--- config.mk ---
export PLATFORM = sky130hd
export DESIGN_NAME = debounced_keypad_setpoint_adjust_top
export DESIGN_NICKNAME = d
export VERILOG_FILES = /design/src/sv/dkp_pkg.sv /design/src/sv/dkp_debounce.sv /design/src/sv/dkp_rem.sv /design/src/sv/debounced_keypad_setpoint_adjust_top.sv
export SDC_FILE = /design/constraint.sdc
export NUM_CORES = 1
export LEC_CHECK = 0
export BUFFER_PORTS_ARGS = -buffer_cell sky130_fd_sc_hd__clkbuf_2
export CORE_MARGIN = 2
export CORE_UTILIZATION = 45
export CTS_CLUSTER_SIZE = 24
export DETAILED_ROUTE_END_ITERATION = 16
export PLACE_DENSITY = 0.64
export SLEW_MARGIN = 20
export SYNTH_ARGS = -nofsm -noshare
export SYNTH_HDL_FRONTEND = slang
export SYNTH_HIERARCHICAL = 1
export SYNTH_SLANG_ARGS = --single-unit
--- constraint.sdc ---
create_clock -name i_clk -period 9.95 [get_ports i_clk]
set_clock_uncertainty 0.2 [all_clocks]
set_input_delay 0.995 -clock i_clk [delete_from_list [all_inputs] [get_ports i_clk]]
set_output_delay 0.995 -clock i_clk [all_outputs]
set_load 0.005 [all_outputs]
--- src/sv/dkp_pkg.sv ---
// Shared types, register indexes, reset values and helper functions of the keypad block.
package dkp_pkg;

    // Number of keys scanned each tick: power, down, ok, up.
    localparam int NumKeys = 4;
    localparam int KeyW    = 2;

    // Key positions within a tick.
    localparam logic [KeyW-1:0] KEY_POWER = 2'd0;
    localparam logic [KeyW-1:0] KEY_DOWN  = 2'd1;
    localparam logic [KeyW-1:0] KEY_OK    = 2'd2;
    localparam logic [KeyW-1:0] KEY_UP    = 2'd3;

    // Configuration register indexes.
    localparam logic [2:0] REG_REPEAT_PERIOD = 3'd0;
    localparam logic [2:0] REG_HOLD_DELAY    = 3'd1;
    localparam logic [2:0] REG_MENU_HOLD     = 3'd2;
    localparam logic [2:0] REG_STEP_SMALL    = 3'd3;
    localparam logic [2:0] REG_STEP_MEDIUM   = 3'd4;
    localparam logic [2:0] REG_STEP_LARGE    = 3'd5;
    localparam logic [2:0] REG_SETPOINT_MAX  = 3'd6;

    // Register reset values.
    localparam logic [7:0]  RST_REPEAT_PERIOD = 8'd3;
    localparam logic [15:0] RST_HOLD_DELAY    = 16'd150;
    localparam logic [15:0] RST_MENU_HOLD     = 16'd10000;
    localparam logic [9:0]  RST_STEP_SMALL    = 10'd10;
    localparam logic [9:0]  RST_STEP_MEDIUM   = 10'd50;
    localparam logic [9:0]  RST_STEP_LARGE    = 10'd100;
    localparam logic [9:0]  RST_SETPOINT_MAX  = 10'd1023;

    // Control modes.
    localparam logic [1:0] MODE_KEYS = 2'd0;

    // Menu cursor codes.
    localparam logic signed [2:0] CUR_NONE   = -3'sd1;
    localparam logic signed [2:0] CUR_FIRST  = 3'sd0;
    localparam logic signed [2:0] CUR_ESCAPE = 3'sd3;

    // Result of one setpoint change.
    typedef struct packed {
        logic       send;
        logic [9:0] value;
    } t_sp_change;

    // Move the setpoint by a signed step and clamp it to zero and the maximum.
    function automatic t_sp_change sp_change(input logic [9:0] sp, input logic [9:0] step,
                                             input logic neg, input logic [9:0] sp_max,
                                             input logic enable);
        logic signed [11:0] sum;
        t_sp_change         res;
        sum = neg ? $signed({2'b00, sp}) - $signed({2'b00, step})
                  : $signed({2'b00, sp}) + $signed({2'b00, step});
        res.send  = 1'b0;
        res.value = sp;
        if (enable) begin
            if (sum < 0) begin
                res.value = 10'd0;
                res.send  = 1'b1;
            end else if (sum[10:0] > {1'b0, sp_max}) begin
                res.value = sp_max;
            end else begin
                res.value = sum[9:0];
                res.send  = 1'b1;
            end
        end
        return res;
    endfunction

    // Move the menu cursor by one and clamp it to the range of picks and escape.
    function automatic logic signed [2:0] cursor_move(input logic signed [2:0] cur,
                                                      input logic up);
        logic signed [3:0] c;
        c = {cur[2], cur};
        if (up) begin
            if (c < 0) begin
                c = 4'sd0;
            end
            c = c + 4'sd1;
        end else begin
            c = c - 4'sd1;
        end
        if (c < 0) begin
            c = 4'sd0;
        end
        if (c > 4'sd3) begin
            c = 4'sd3;
        end
        return c[2:0];
    endfunction

endpackage

--- src/sv/dkp_debounce.sv ---
// Per-key sample history and debounced level of the keypad block.
module dkp_debounce
    import dkp_pkg::*;
#(
    parameter int DEBOUNCE_LEN = 8
) (
    input  logic                i_clk,
    input  logic                i_rst_n,
    input  logic                i_sample,
    input  logic [NumKeys-1:0]  i_raw,
    output logic [NumKeys-1:0]  o_level
);

    logic [DEBOUNCE_LEN-1:0] r_hist  [NumKeys];
    logic [NumKeys-1:0]      r_level;

    // Shift in one sample per key and change the level only when all samples agree.
    always_ff @(posedge i_clk) begin
        if (!i_rst_n) begin
            for (int k = 0; k < NumKeys; k++) begin
                r_hist[k] <= '1;
            end
            r_level <= '1;
        end else if (i_sample) begin
            for (int k = 0; k < NumKeys; k++) begin
                r_hist[k] <= {r_hist[k][DEBOUNCE_LEN-2:0], i_raw[k]};
                if ({r_hist[k][DEBOUNCE_LEN-2:0], i_raw[k]} == '0) begin
                    r_level[k] <= 1'b0;
                end else if ({r_hist[k][DEBOUNCE_LEN-2:0], i_raw[k]} == '1) begin
                    r_level[k] <= 1'b1;
                end
            end
        end
    end

    assign o_level = r_level;

endmodule

--- src/sv/dkp_rem.sv ---
// Bit-serial remainder unit: dividend modulo an 8-bit nonzero divisor, one bit per cycle.
module dkp_rem #(
    parameter int CW = 16
) (
    input  logic          i_clk,
    input  logic          i_rst_n,
    input  logic          i_start,
    input  logic [CW-1:0] i_dividend,
    input  logic [7:0]    i_divisor,
    output logic          o_done,
    output logic [7:0]    o_rem
);

    localparam int CntW = $clog2(CW + 1);

    logic [CW-1:0]   r_q;
    logic [7:0]      r_rem;
    logic [7:0]      r_div;
    logic [CntW-1:0] r_cnt;
    logic            r_done;
    logic [8:0]      w_trial;

    assign w_trial = {r_rem, r_q[CW-1]};

    // Restoring remainder step: shift in the next dividend bit and subtract if it fits.
    always_ff @(posedge i_clk) begin
        if (!i_rst_n) begin
            r_cnt  <= '0;
            r_done <= 1'b0;
        end else begin
            r_done <= 1'b0;
            if (i_start) begin
                r_cnt <= CntW'(CW);
            end else if (r_cnt != '0) begin
                r_cnt <= r_cnt - 1'b1;
                if (r_cnt == CntW'(1)) begin
                    r_done <= 1'b1;
                end
            end
        end
    end

    always_ff @(posedge i_clk) begin
        if (i_start) begin
            r_q   <= i_dividend;
            r_rem <= '0;
            r_div <= i_divisor;
        end else if (r_cnt != '0) begin
            r_q <= {r_q[CW-2:0], 1'b0};
            if (w_trial >= {1'b0, r_div}) begin
                r_rem <= 8'(w_trial - {1'b0, r_div});
            end else begin
                r_rem <= w_trial[7:0];
            end
        end
    end

    assign o_done = r_done;
    assign o_rem  = r_rem;

endmodule

--- src/sv/debounced_keypad_setpoint_adjust_top.sv ---
// Top level of the keypad block: configuration, key sequencer and result register.
// A held key passes through the edge, start, remainder, hold and output states, a released
// key through the edge and output states; a scan item also waits on output stalls and on the
// shared bit-serial remainder unit that checks the repeat phase for every held key.
// Throughput: one item per finished scan; the input is stalled while keys are handled.
// Reset is synchronous and active low; it restores all key state and register defaults.
module debounced_keypad_setpoint_adjust_top
    import dkp_pkg::*;
#(
    parameter int DEBOUNCE_LEN = 8,
    parameter int COUNT_WIDTH  = 16
) (
    input  logic              i_clk,
    input  logic              i_rst_n,
    input  logic              i_in_valid,
    output logic              o_in_stall,
    input  logic [3:0]        i_raw_keys,
    output logic              o_out_valid,
    input  logic              i_out_stall,
    output logic [1:0]        o_key_index,
    output logic              o_last_of_tick,
    output logic              o_send_setpoint,
    output logic [9:0]        o_setpoint,
    output logic              o_send_mode,
    output logic [1:0]        o_control_mode,
    output logic              o_save_request,
    output logic              o_power_on,
    output logic              o_power_off,
    output logic              o_adjust_enabled,
    output logic              o_menu_active,
    output logic signed [2:0] o_cursor,
    input  logic              i_cfg_we,
    input  logic [2:0]        i_cfg_idx,
    input  logic [15:0]       i_cfg_data
);

    localparam int CW = COUNT_WIDTH;

    // Sequencer states.
    localparam logic [2:0] S_IDLE  = 3'd0;
    localparam logic [2:0] S_EDGE  = 3'd1;
    localparam logic [2:0] S_START = 3'd2;
    localparam logic [2:0] S_DIV   = 3'd3;
    localparam logic [2:0] S_HOLD  = 3'd4;
    localparam logic [2:0] S_OUT   = 3'd5;

    // Configuration registers.
    logic [7:0]  r_repeat_period;
    logic [15:0] r_hold_delay;
    logic [15:0] r_menu_hold;
    logic [9:0]  r_step_small;
    logic [9:0]  r_step_medium;
    logic [9:0]  r_step_large;
    logic [9:0]  r_setpoint_max;

    always_ff @(posedge i_clk) begin
        if (!i_rst_n) begin
            r_repeat_period <= RST_REPEAT_PERIOD;
            r_hold_delay    <= RST_HOLD_DELAY;
            r_menu_hold     <= RST_MENU_HOLD;
            r_step_small    <= RST_STEP_SMALL;
            r_step_medium   <= RST_STEP_MEDIUM;
            r_step_large    <= RST_STEP_LARGE;
            r_setpoint_max  <= RST_SETPOINT_MAX;
        end else if (i_cfg_we) begin
            case (i_cfg_idx)
                REG_REPEAT_PERIOD: r_repeat_period <= i_cfg_data[7:0];
                REG_HOLD_DELAY:    r_hold_delay    <= i_cfg_data;
                REG_MENU_HOLD:     r_menu_hold     <= i_cfg_data;
                REG_STEP_SMALL:    r_step_small    <= i_cfg_data[9:0];
                REG_STEP_MEDIUM:   r_step_medium   <= i_cfg_data[9:0];
                REG_STEP_LARGE:    r_step_large    <= i_cfg_data[9:0];
                REG_SETPOINT_MAX:  r_setpoint_max  <= i_cfg_data[9:0];
                default: ;
            endcase
        end
    end

    // Sequencer and key state.
    logic [2:0]        r_state;
    logic [KeyW-1:0]   r_key;
    logic [NumKeys-1:0] r_press_seen;
    logic [CW-1:0]     r_hold [NumKeys];
    logic [CW-1:0]     r_t;
    logic              r_tge;
    logic [9:0]        r_setpoint;
    logic              r_adjust;
    logic              r_menu;
    logic signed [2:0] r_cursor;
    logic [1:0]        r_mode;
    logic              r_running;
    logic              r_ev_sp;
    logic              r_ev_mode;
    logic              r_ev_save;
    logic              r_ev_on;
    logic              r_ev_off;

    // Result register.
    logic              r_out_valid;
    logic [1:0]        r_o_key;
    logic              r_o_last;
    logic              r_o_sp_send;
    logic [9:0]        r_o_sp;
    logic              r_o_mode_send;
    logic [1:0]        r_o_mode;
    logic              r_o_save;
    logic              r_o_on;
    logic              r_o_off;
    logic              r_o_adjust;
    logic              r_o_menu;
    logic signed [2:0] r_o_cursor;

    logic              w_accept;
    logic [NumKeys-1:0] w_level;
    logic              w_rem_done;
    logic [7:0]        w_rem;
    logic [7:0]        w_per;
    logic [CW-1:0]     w_hold_cur;
    logic [CW-1:0]     w_t;
    logic              w_pressed;
    logic              w_first;
    logic              w_out_free;

    assign w_accept   = i_in_valid && !o_in_stall;
    assign o_in_stall = (r_state != S_IDLE);
    assign w_per      = (r_repeat_period == 8'd0) ? 8'd1 : r_repeat_period;
    assign w_hold_cur = r_hold[r_key];
    assign w_t        = w_hold_cur - CW'(r_hold_delay);
    assign w_pressed  = !w_level[r_key];
    assign w_first    = w_pressed && !r_press_seen[r_key];
    assign w_out_free = !r_out_valid || !i_out_stall;

    dkp_debounce #(
        .DEBOUNCE_LEN(DEBOUNCE_LEN)
    ) u_debounce (
        .i_clk   (i_clk),
        .i_rst_n (i_rst_n),
        .i_sample(w_accept),
        .i_raw   (i_raw_keys),
        .o_level (w_level)
    );

    dkp_rem #(
        .CW(CW)
    ) u_rem (
        .i_clk     (i_clk),
        .i_rst_n   (i_rst_n),
        .i_start   (r_state == S_START),
        .i_dividend(w_t),
        .i_divisor (w_per),
        .o_done    (w_rem_done),
        .o_rem     (w_rem)
    );

    // Press edge actions of the current key.
    t_sp_change        n_edge_sp;
    logic              n_e_sp;
    logic              n_e_mode;
    logic              n_e_save;
    logic              n_e_on;
    logic              n_e_off;
    logic [9:0]        n_sp_e;
    logic              n_adjust_e;
    logic              n_menu_e;
    logic signed [2:0] n_cursor_e;
    logic [1:0]        n_mode_e;
    logic              n_running_e;

    always_comb begin
        n_e_sp      = 1'b0;
        n_e_mode    = 1'b0;
        n_e_save    = 1'b0;
        n_e_on      = 1'b0;
        n_e_off     = 1'b0;
        n_sp_e      = r_setpoint;
        n_adjust_e  = r_adjust;
        n_menu_e    = r_menu;
        n_cursor_e  = r_cursor;
        n_mode_e    = r_mode;
        n_running_e = r_running;
        n_edge_sp   = sp_change(r_setpoint, 10'd1, (r_key == KEY_DOWN), r_setpoint_max,
                                r_adjust);
        case (r_key)
            KEY_POWER: begin
                n_running_e = !r_running;
                n_e_on      = !r_running;
                n_e_sp      = !r_running;
                n_e_off     = r_running;
            end
            KEY_DOWN, KEY_UP: begin
                if (r_menu) begin
                    n_cursor_e = cursor_move(r_cursor, (r_key == KEY_UP));
                end else begin
                    n_sp_e = n_edge_sp.value;
                    n_e_sp = n_edge_sp.send;
                end
            end
            default: begin
                if (r_menu) begin
                    if (r_cursor >= CUR_FIRST) begin
                        if (r_cursor != CUR_ESCAPE) begin
                            n_mode_e = r_cursor[1:0];
                            n_e_save = 1'b1;
                        end
                        n_menu_e   = 1'b0;
                        n_cursor_e = CUR_FIRST;
                        n_e_mode   = 1'b1;
                    end
                end else if (r_mode == MODE_KEYS) begin
                    n_e_save   = r_adjust;
                    n_adjust_e = !r_adjust;
                end
            end
        endcase
    end

    // Hold actions: repeat steps for up and down, menu opening for ok.
    logic [11:0]  w_lim15;
    logic [13:0]  w_lim50;
    logic [9:0]   w_step;
    t_sp_change   n_hold_sp;

    assign w_lim15 = ({4'b0, w_per} << 4) - {4'b0, w_per};
    assign w_lim50 = ({6'b0, w_per} << 5) + ({6'b0, w_per} << 4) + ({6'b0, w_per} << 1);

    always_comb begin
        if (r_t < CW'(w_lim15)) begin
            w_step = r_step_small;
        end else if (r_t < CW'(w_lim50)) begin
            w_step = r_step_medium;
        end else begin
            w_step = r_step_large;
        end
        n_hold_sp = sp_change(r_setpoint, w_step, (r_key == KEY_DOWN), r_setpoint_max,
                              r_adjust);
    end

    // Key sequencer.
    always_ff @(posedge i_clk) begin
        if (!i_rst_n) begin
            r_state      <= S_IDLE;
            r_key        <= '0;
            r_press_seen <= '0;
            for (int k = 0; k < NumKeys; k++) begin
                r_hold[k] <= '0;
            end
            r_setpoint   <= '0;
            r_adjust     <= 1'b0;
            r_menu       <= 1'b0;
            r_cursor     <= CUR_FIRST;
            r_mode       <= MODE_KEYS;
            r_running    <= 1'b0;
            r_ev_sp      <= 1'b0;
            r_ev_mode    <= 1'b0;
            r_ev_save    <= 1'b0;
            r_ev_on      <= 1'b0;
            r_ev_off     <= 1'b0;
            r_t          <= '0;
            r_tge        <= 1'b0;
        end else begin
            case (r_state)
                S_IDLE: begin
                    if (w_accept) begin
                        if (r_mode != MODE_KEYS) begin
                            r_adjust <= 1'b0;
                        end
                        r_key   <= '0;
                        r_state <= S_EDGE;
                    end
                end
                S_EDGE: begin
                    r_ev_sp   <= 1'b0;
                    r_ev_mode <= 1'b0;
                    r_ev_save <= 1'b0;
                    r_ev_on   <= 1'b0;
                    r_ev_off  <= 1'b0;
                    if (w_pressed) begin
                        if (w_first) begin
                            r_press_seen[r_key] <= 1'b1;
                            r_ev_sp    <= n_e_sp;
                            r_ev_mode  <= n_e_mode;
                            r_ev_save  <= n_e_save;
                            r_ev_on    <= n_e_on;
                            r_ev_off   <= n_e_off;
                            r_setpoint <= n_sp_e;
                            r_adjust   <= n_adjust_e;
                            r_menu     <= n_menu_e;
                            r_cursor   <= n_cursor_e;
                            r_mode     <= n_mode_e;
                            r_running  <= n_running_e;
                        end
                        if (w_hold_cur != '1) begin
                            r_hold[r_key] <= w_hold_cur + 1'b1;
                        end
                        r_state <= S_START;
                    end else begin
                        r_press_seen[r_key] <= 1'b0;
                        r_hold[r_key]       <= '0;
                        r_state             <= S_OUT;
                    end
                end
                S_START: begin
                    r_t     <= w_t;
                    r_tge   <= (w_hold_cur >= CW'(r_hold_delay));
                    r_state <= S_DIV;
                end
                S_DIV: begin
                    if (w_rem_done) begin
                        r_state <= S_HOLD;
                    end
                end
                S_HOLD: begin
                    if (r_tge) begin
                        if (r_key == KEY_OK) begin
                            if (r_t > CW'(r_menu_hold) && !r_menu) begin
                                r_menu   <= 1'b1;
                                r_cursor <= CUR_NONE;
                            end
                        end else if (r_key != KEY_POWER && w_rem == 8'd0 && !r_menu) begin
                            r_setpoint <= n_hold_sp.value;
                            r_ev_sp    <= r_ev_sp | n_hold_sp.send;
                        end
                    end
                    r_state <= S_OUT;
                end
                S_OUT: begin
                    if (w_out_free) begin
                        r_key   <= r_key + 1'b1;
                        r_state <= (r_key == KEY_UP) ? S_IDLE : S_EDGE;
                    end
                end
                default: r_state <= S_IDLE;
            endcase
        end
    end

    // Result register: loaded once per key, emptied by a transfer.
    always_ff @(posedge i_clk) begin
        if (!i_rst_n) begin
            r_out_valid <= 1'b0;
        end else if (r_state == S_OUT && w_out_free) begin
            r_out_valid <= 1'b1;
        end else if (!i_out_stall) begin
            r_out_valid <= 1'b0;
        end
    end

    always_ff @(posedge i_clk) begin
        if (r_state == S_OUT && w_out_free) begin
            r_o_key       <= r_key;
            r_o_last      <= (r_key == KEY_UP);
            r_o_sp_send   <= r_ev_sp;
            r_o_sp        <= r_setpoint;
            r_o_mode_send <= r_ev_mode;
            r_o_mode      <= r_mode;
            r_o_save      <= r_ev_save;
            r_o_on        <= r_ev_on;
            r_o_off       <= r_ev_off;
            r_o_adjust    <= r_adjust;
            r_o_menu      <= r_menu;
            r_o_cursor    <= r_cursor;
        end
    end

    assign o_out_valid      = r_out_valid;
    assign o_key_index      = r_o_key;
    assign o_last_of_tick   = r_o_last;
    assign o_send_setpoint  = r_o_sp_send;
    assign o_setpoint       = r_o_sp;
    assign o_send_mode      = r_o_mode_send;
    assign o_control_mode   = r_o_mode;
    assign o_save_request   = r_o_save;
    assign o_power_on       = r_o_on;
    assign o_power_off      = r_o_off;
    assign o_adjust_enabled = r_o_adjust;
    assign o_menu_active    = r_o_menu;
    assign o_cursor         = r_o_cursor;

`ifndef NO_ASSERTIONS
    // The last key of a tick is always flagged as such.
    a_last_key: assert property (@(posedge i_clk) disable iff (!i_rst_n)
        o_out_valid && o_key_index == KEY_UP |-> o_last_of_tick)
        else $error("last key of a tick not flagged");

    // The power key never starts and stops the unit in one result.
    a_power_excl: assert property (@(posedge i_clk) disable iff (!i_rst_n)
        o_out_valid |-> !(o_power_on && o_power_off))
        else $error("power on and off together");

    // With the menu closed the cursor rests at the first entry.
    a_cursor_rest: assert property (@(posedge i_clk) disable iff (!i_rst_n)
        o_out_valid && !o_menu_active |-> o_cursor == CUR_FIRST)
        else $error("cursor moved with menu closed");

    // The remainder step never starts while another scan item is being taken.
    a_busy_stall: assert property (@(posedge i_clk) disable iff (!i_rst_n)
        r_state == S_DIV |-> o_in_stall)
        else $error("input open during remainder step");
`endif

endmodule
== Yosys cells after proc, flatten, opt, wreduce, memory -nomap -nowiden ==
Memory sizes are Yosys's and may differ from the RTL's. A register that Yosys moved wholly into a read port is not among the register bits.
Index checks and enable logic that the tools add are counted.

* Add/sub/neg operators: 14
* Multipliers: 0
* Divide/modulo/power cells: 0
* Order comparisons: 15
* Equal/unequal tests: 42
* Shifts and indexed selects: 0
* Multiplexer cells: 141
* Bitwise operators: 13
* Reduce and logical (&&, ||, !) cells: 65

{| class="wikitable"
|+ Operator list
! operator !! count
|-
| 10-bit 2-to-1 mux || 11
|-
| 1-bit 2-to-1 mux || 70
|-
| 16-bit 2-to-1 mux || 4
|-
| 8-bit zero test || 6
|-
| 4-bit 2-to-1 mux || 12
|-
| 8-bit 2-to-1 mux || 6
|-
| 11-bit 2-to-1 mux || 4
|-
| 3-bit 2-to-1 mux || 13
|-
| 8-bit == test, second input constant || 4
|-
| 2-bit != test, second input constant || 16
|-
| 12-bit by 1-bit less-than comparator with 1-bit output, second input constant || 2
|-
| 12-bit 2-to-1 mux || 2
|-
| 2-bit AND reduction || 12
|-
| 11-bit by 10-bit greater-than comparator with 1-bit output || 2
|-
| 2-bit nonzero test || 11
|-
| 10-bit case mux with 2 select lines || 1
|-
| 3-bit case mux with 6 select lines || 1
|-
| 16-bit by 1-bit adder with 16-bit output, second input constant || 1
|-
| 16-bit greater-or-equal comparator || 1
|-
| 16-bit greater-than comparator || 1
|-
| 16-bit by 12-bit less-than comparator with 1-bit output || 1
|-
| 16-bit by 14-bit less-than comparator with 1-bit output || 1
|-
| 16-bit != test, second input constant || 1
|-
| 16-bit OR reduction || 1
|-
| 56 further kinds || 106
|}

* Register bits: 197
* Latch bits: 0
* Memory bits (writable): 96
* ROM bits: 0
* Input bits: 28
* Output and inout port bits: 27
* Word-level logic and storage cells: 338
* Memories: 2

{| class="wikitable"
|+ Memory list
! name !! depth !! bits a word !! read ports !! clocked after Yosys merged registers in !! write ports !! line !! RTL
|-
| r_hold || 4 || 16 || 1 || 1 || 4 || debounced_keypad_setpoint_adjust_top.sv:83 || <nowiki>logic [CW-1:0] r_hold [NumKeys];</nowiki>
|-
| u_debounce.r_hist || 4 || 8 || 4 || 0 || 4 || dkp_debounce.sv:14 || <nowiki>logic [DEBOUNCE_LEN-1:0] r_hist [NumKeys];</nowiki>
|}

== Logic depth before layout (Yosys ltp) ==
* Word-level depth: 20
* Gate-level depth with buffers: 39

== By module ==
The synthesis kept the hierarchy.

{| class="wikitable"
|+ Modules (own cells, without submodules)
! module !! instances !! cells each !! area an instance (um2) !! seq. area each (um2)
|-
| debounced_keypad_setpoint_adjust_top || 1 || 1530 || 14216.1 || 5315.1
|-
| dkp_rem || 1 || 181 || 2003.2 || 1001.0
|-
| dkp_debounce || 1 || 100 || 1323.8 || 920.9
|}

== Least setup slack after synthesis ==
Ideal clock, no wire load.

* Path kind: register -> register
* Start point: register r_repeat_period[3]
* End point: register r_setpoint[7]
* Library setup time: 0.126 ns
* Data arrival time: 7.690 ns
* Setup slack: 1.934 ns
* Cell stages (with the launch flop): 37
* Period minus slack after synthesis: 8.016 ns
* Path through: dfxtp_1 inv_1 ha_1 and4b_1 nand2b_1 nand2_1 ha_1 ha_1 fa_1 a21oi_1 nor2_1 nor2_1 nor2b_1 o21ai_0 nand2b_1 a21oi_1 ha_1 a2111oi_0 o21ai_0 a21oi_2 mux2_2 mux2_1 ha_1 fa_1 a21o_1 a221oi_1 o21ai_0 a21oi_1 a31oi_1 ha_1 nand4_1 o32ai_1 a21oi_1 or2_2 clkbuf_1 o2111ai_1 a31oi_1

* Longest elaborated chain between the ends: 17
* Elaborated cells between the ends (all ways): 21

{| class="wikitable"
|+ Ends and longest elaborated chain
! element !! line !! RTL
|-
| start: declaration || debounced_keypad_setpoint_adjust_top.sv:48 || <nowiki>logic [7:0] r_repeat_period;</nowiki>
|-
| start signal: assignment || debounced_keypad_setpoint_adjust_top.sv:67 || <nowiki>REG_REPEAT_PERIOD: r_repeat_period <= i_cfg_data[7:0];</nowiki>
|-
| 8-bit zero test || debounced_keypad_setpoint_adjust_top.sv:126 || <nowiki>assign w_per = (r_repeat_period == 8'd0) ? 8'd1 : r_repeat_period;</nowiki>
|-
| 8-bit 2-to-1 mux * || debounced_keypad_setpoint_adjust_top.sv:126 ||
|-
| 13-bit by 12-bit adder with 14-bit output || debounced_keypad_setpoint_adjust_top.sv:224 || <nowiki>assign w_lim50 = ({6'b0, w_per} << 5) + ({6'b0, w_per} << 4) + ({6'b0, w_per} << 1);</nowiki>
|-
| 14-bit by 9-bit adder with 14-bit output || debounced_keypad_setpoint_adjust_top.sv:224 ||
|-
| 16-bit by 14-bit less-than comparator with 1-bit output || debounced_keypad_setpoint_adjust_top.sv:229 || <nowiki>end else if (r_t < CW'(w_lim50)) begin</nowiki>
|-
| 10-bit 2-to-1 mux || debounced_keypad_setpoint_adjust_top.sv:229 ||
|-
| 10-bit 2-to-1 mux * || debounced_keypad_setpoint_adjust_top.sv:227 || <nowiki>if (r_t < CW'(w_lim15)) begin</nowiki>
|-
| 10-bit by 10-bit adder with 11-bit output or 10-bit by 10-bit subtractor with 11-bit output (tied branches) || dkp_pkg.sv:53, dkp_pkg.sv:52 ||
|-
| 12-bit 2-to-1 mux * || dkp_pkg.sv:52 || <nowiki>sum = neg ? $signed({2'b00, sp}) - $signed({2'b00, step})</nowiki>
|-
| 11-bit by 10-bit greater-than comparator with 1-bit output || dkp_pkg.sv:60 || <nowiki>end else if (sum[10:0] > {1'b0, sp_max}) begin</nowiki>
|-
| 10-bit 2-to-1 mux || dkp_pkg.sv:60 ||
|-
| 11-bit 2-to-1 mux * || dkp_pkg.sv:57 || <nowiki>if (sum < 0) begin</nowiki>
|-
| 11-bit 2-to-1 mux * || dkp_pkg.sv:56 || <nowiki>if (enable) begin</nowiki>
|-
| 10-bit 2-to-1 mux * || debounced_keypad_setpoint_adjust_top.sv:319 || <nowiki>end else if (r_key != KEY_POWER && w_rem == 8'd0 && !r_menu) begin</nowiki>
|-
| 10-bit 2-to-1 mux * || debounced_keypad_setpoint_adjust_top.sv:314 || <nowiki>if (r_key == KEY_OK) begin</nowiki>
|-
| 10-bit 2-to-1 mux * || debounced_keypad_setpoint_adjust_top.sv:313 || <nowiki>if (r_tge) begin</nowiki>
|-
| 10-bit case mux with 2 select lines * || debounced_keypad_setpoint_adjust_top.sv:261 || <nowiki>case (r_state)</nowiki>
|-
| end signal: assignment || debounced_keypad_setpoint_adjust_top.sv:285 || <nowiki>r_setpoint <= n_sp_e;</nowiki>
|-
| end signal: assignment || debounced_keypad_setpoint_adjust_top.sv:320 || <nowiki>r_setpoint <= n_hold_sp.value;</nowiki>
|-
| end: declaration || debounced_keypad_setpoint_adjust_top.sv:86 || <nowiki>logic [9:0] r_setpoint;</nowiki>
|}

Every way passes the cells marked *; elsewhere a longest branch is shown, timed or not. The select of a mux whose other input is x is not followed.
A chain may end at the register's enable or synchronous reset.

== Worst setup path in the final report ==
* Start point: register r_repeat_period[3]
* End point: register r_setpoint[2]

The elaborated chain is that of the path after synthesis.

==> results.toml <==
[setup_path]
worstSetupStartpointType = "flop"
ff2ff_path_depth = 35
end_kind = "flop"
worst-path-max-fanout = 10
startpoint = "r_repeat_period[3]$_SDFFE_PN0P_"
crit_top_cell = "ha_1"
cp.required_ps = 10200
critPathSlowestCell = "a21oi_2"
max_stage_delay_ps = 520
crit_end = "r_setpoint[2]$_SDFFE_PN0P_"
crit_type = "reg2reg"
ff2ff_setup_slack_ps = 810
timing.rr.end = "r_setpoint[2]$_SDFFE_PN0P_"
timing.rr.start = "r_repeat_period[3]$_SDFFE_PN0P_"
arrival_ps = 9390

[clock_tree]
cts_made_buffers = 35
clk_path_buf_depth = 3
cts_hold_buf = 0
clk_pin_slew_worst_paths_ps = 60
cts_root_buf = "clkbuf_16"
htreeDepth = 2
cts_tree = "yes"
cts_resized = 0
clock_latency_ps = 540
post_cts_buffers = 0
numClockSinks = 291

[routing]
final_antenna_net_count = 0
drtIter0Drc = 823
routedWlPerCell_um = 19.0
firstDrtPassIters = 7
vias_per_cell = 5.65
drc_errors = 0
wirelength_um = 45100
vias = 13434

[global_route]
grt_antenna_before_repair = 0
grt_overflow_total = 0
first_global_vias = 12967
track_usage_pct = 22.1
grt_start_max_net_pins = 59
grt_pass1_wl_um = 71400

[min_path]
min_path_type = "reg2reg"

[sta]
finalCritPeriodShare_pct = 91.9
fin_tns_setup_ps = 0
period_needed_ps = 9140
finalSetupViolCount = 0
finalMaxSlewViolations = 0
tightest_slew_ps = 1090
hold_ws_ps = 231
hold_viol = 0
fmax_mhz = 109
rsz0062_at_grt = "no"
slew_headroom_pct = 26.3

[finish]
seq_area_sq_mm = 0.00724
multi_input_area_sq_mm = 0.00946
num-fill-cells = 3626
drive_gt1_share_pct = 13.1
diodes = 0
area.growth.synth_to_final_pct = 10.2
nets = 2014

[yosys]
synth_edf_count = 141
ys_warn_count = 6
ys_seq_elements = 291
netlist_instances = 1811
ys_seq_area_share_pct = 41.3
synthTopCellsByArea = "edfxtp_1 24%, dfxtp_1 17%, ha_1 10%"
syn_area_sq_mm = 0.0175
ys.flop_type = "dfxtp_1"
synthArstFlopShare_pct = 0
yosys.area.top_type = "edfxtp_1"
syn_nets = 1990
avgSynthCellArea_sq_um = 9.69
synth_cell_types = 95
yosys.area.top_type_share_pct = 24.1

[place]
numPortBuffers = 54
hpwlAfterDp_um = 31600
place_congestion = 0.894

[pwr]
power_density_mw_per_mm2 = 181
p_total_mw = 3.50
power.leakage_nw = 7.60
irDropWorstVdd_mv = 0.111

[floorplanning]
initial_core_util_pct = 45.5
core_sq_mm = 0.0386
row_count = 72
design.die.area_sq_mm = 0.0406
die_height_um = 201
ios = 55
die_w_um = 201

[job]
max_cap_violations = 0

[status]
outcome = "completed"
Yosys cell counts, types with 11 or more instances:
cell and instances:
nand2_1 246, dfxtp_1 150, ha_1 145, edfxtp_1 141
inv_1 123, nor2_1 117, a21boi_0 68, a21oi_1 61
o21ai_0 56, clkbuf_1 47, nand4_1 45, mux2_2 42
xnor2_1 38, nand3_1 37, o211ai_1 31, or2_2 31
nand2b_1 29, xor2_1 27, nor2b_1 26, nor3_1 25
a21o_1 22, mux2i_1 18, a211oi_1 13, buf_2 13
a31oi_1 12, nor2_2 11, nor3b_1 11, nor4_1 11
o21a_1 11, o31ai_1 11
layout by cell type (no fill, tap or decap), drive strengths merged, types with 7 or more instances in the layout:
| cell | instances |
|---|---|
| nor2 | 128 |
| or2 | 38 |
| nand3 | 38 |
| nand4 | 48 |
| a21boi | 68 |
| a211oi | 14 |
| nor3b | 11 |
| nor2b | 26 |
| xnor2 | 38 |
| nor3 | 27 |
| buf | 11 |
| a41oi | 9 |
| a21oi | 62 |
| a21o | 22 |
| mux2i | 18 |
| clkbuf | 99 |
| or3 | 9 |
| inv | 126 |
| nand2b | 29 |
| o211ai | 31 |
| o21bai | 10 |
| xor2 | 27 |
| mux2 | 43 |
| mux4 | 18 |
| clkinv | 7 |
| nand2 | 249 |
| and2 | 11 |
| and3 | 8 |
| o21ai | 58 |
| nor4 | 11 |
| o31ai | 11 |
| nand3b | 8 |
| edfxtp | 141 |
| a31oi | 12 |
| dfxtp | 150 |
| ha | 145 |
| o21a | 11 |
cells by family (layout without fill, tap and decap cells):
kind of cell / count (synthesis) / count (layout) / synth area share, %
xor gates and xnor gates: 65 / 65 / 3.25
DFF: 291 / 291 / 41.3
muxes: 79 / 79 / 6.29
and+or+nand+nor: 657 / 657 / 18.7
buffers and inverters: 201 / 251 / 4.98
adders and majority gates: 151 / 151 / 11.0
AOI/OAI and AO/OA: 367 / 367 / 14.5
power breakdown:
group,internal (mW),leakage [nW],switching (mW)
combinational,0.299,4.48,0.431
sequential,1.37,2.55,0.0768
clock,0.795,0.570,0.528
worst max-delay path, delay by kind of cell, from the launching register on:
kind,cells,cell delay [ps]
AND/OR/NAND/NOR,6,1330
AO/OA/AOI/OAI,17,3750
buffers and inverters,1,140
adder cells (fa/ha/maj),8,2310
XOR/XNOR,1,110
flip-flops,1,470
multiplexers,2,750
state kept, by name, summed over array words and instances, names as in the netlist, 3 cells and up, named ones only:
signal / flops
u_rem/r_q: 16
r_cursor: 3
r_step_medium: 10
o_cursor: 3
r_t: 16
r_state: 3
u_rem/r_cnt: 5
r_hold_delay: 16
o_setpoint: 10
u_rem/r_div: 8
r_step_large: 10
u_rem/o_rem: 8
r_step_small: 10
r_repeat_period: 8
r_hold: 64
r_setpoint_max: 10
r_menu_hold: 16
r_setpoint: 10
u_debounce/o_level: 4
u_debounce/r_hist: 28
cell type report:
type	instances	area share, %
sequential	291	37.4
clock buffer	46	5.00
tap	518	3.35
clock inverter	17	1.11
multi-input combinational	1319	48.9
inverter	124	2.41
timing repair buffer	64	1.80
worst min path at each step:
| stage | start | endpoint | slack [ps] | cells past startpoint |
|---|---|---|---|---|
| floorplan | r_ev_off$_SDFFE_PN0P_ | o_power_off$_DFFE_PP_ | 210 | 0 |
| global placement | r_ev_on$_SDFFE_PN0P_ | o_power_on$_DFFE_PP_ | 220 | 0 |
| detailed placement | r_ev_save$_SDFFE_PN0P_ | o_save_request$_DFFE_PP_ | 220 | 0 |
| CTS | r_ev_save$_SDFFE_PN0P_ | o_save_request$_DFFE_PP_ | 230 | 0 |
| global route | r_ev_save$_SDFFE_PN0P_ | o_save_request$_DFFE_PP_ | 250 | 0 |
| finish | r_ev_save$_SDFFE_PN0P_ | o_save_request$_DFFE_PP_ | 230 | 0 |
metrics by stage:
stage / setup slack [ps] / cell area (sq um) / cells / utilization, %
after floorplan: 1930 / 17500 / 1811 / -
after global placement: 1210 / 18200 / 2316 / 47.1
after detailed placement: 958 / 18200 / 2316 / 47.1
after CTS: 928 / 19300 / 2379 / 50.1
after global routing: 56.2 / 19300 / 2379 / 50.2
final: 811 / 19300 / 2379 / 50.2
routing by layer:
layer / vias to the layer above / global-route usage (%) / routed length, um / share of wire [%]
li1: 6550 / - / - / -
met5: - / 0 / 0 / 0
met1: 6428 / 31.3 / 21300 / 47
met3: 78 / 4.32 / 2790 / 6.2
met4: 0 / 6.78 / 1070 / 2.4
met2: 378 / 34.1 / 19900 / 44
No activity file was read; power rests on OpenSTA's default activity.
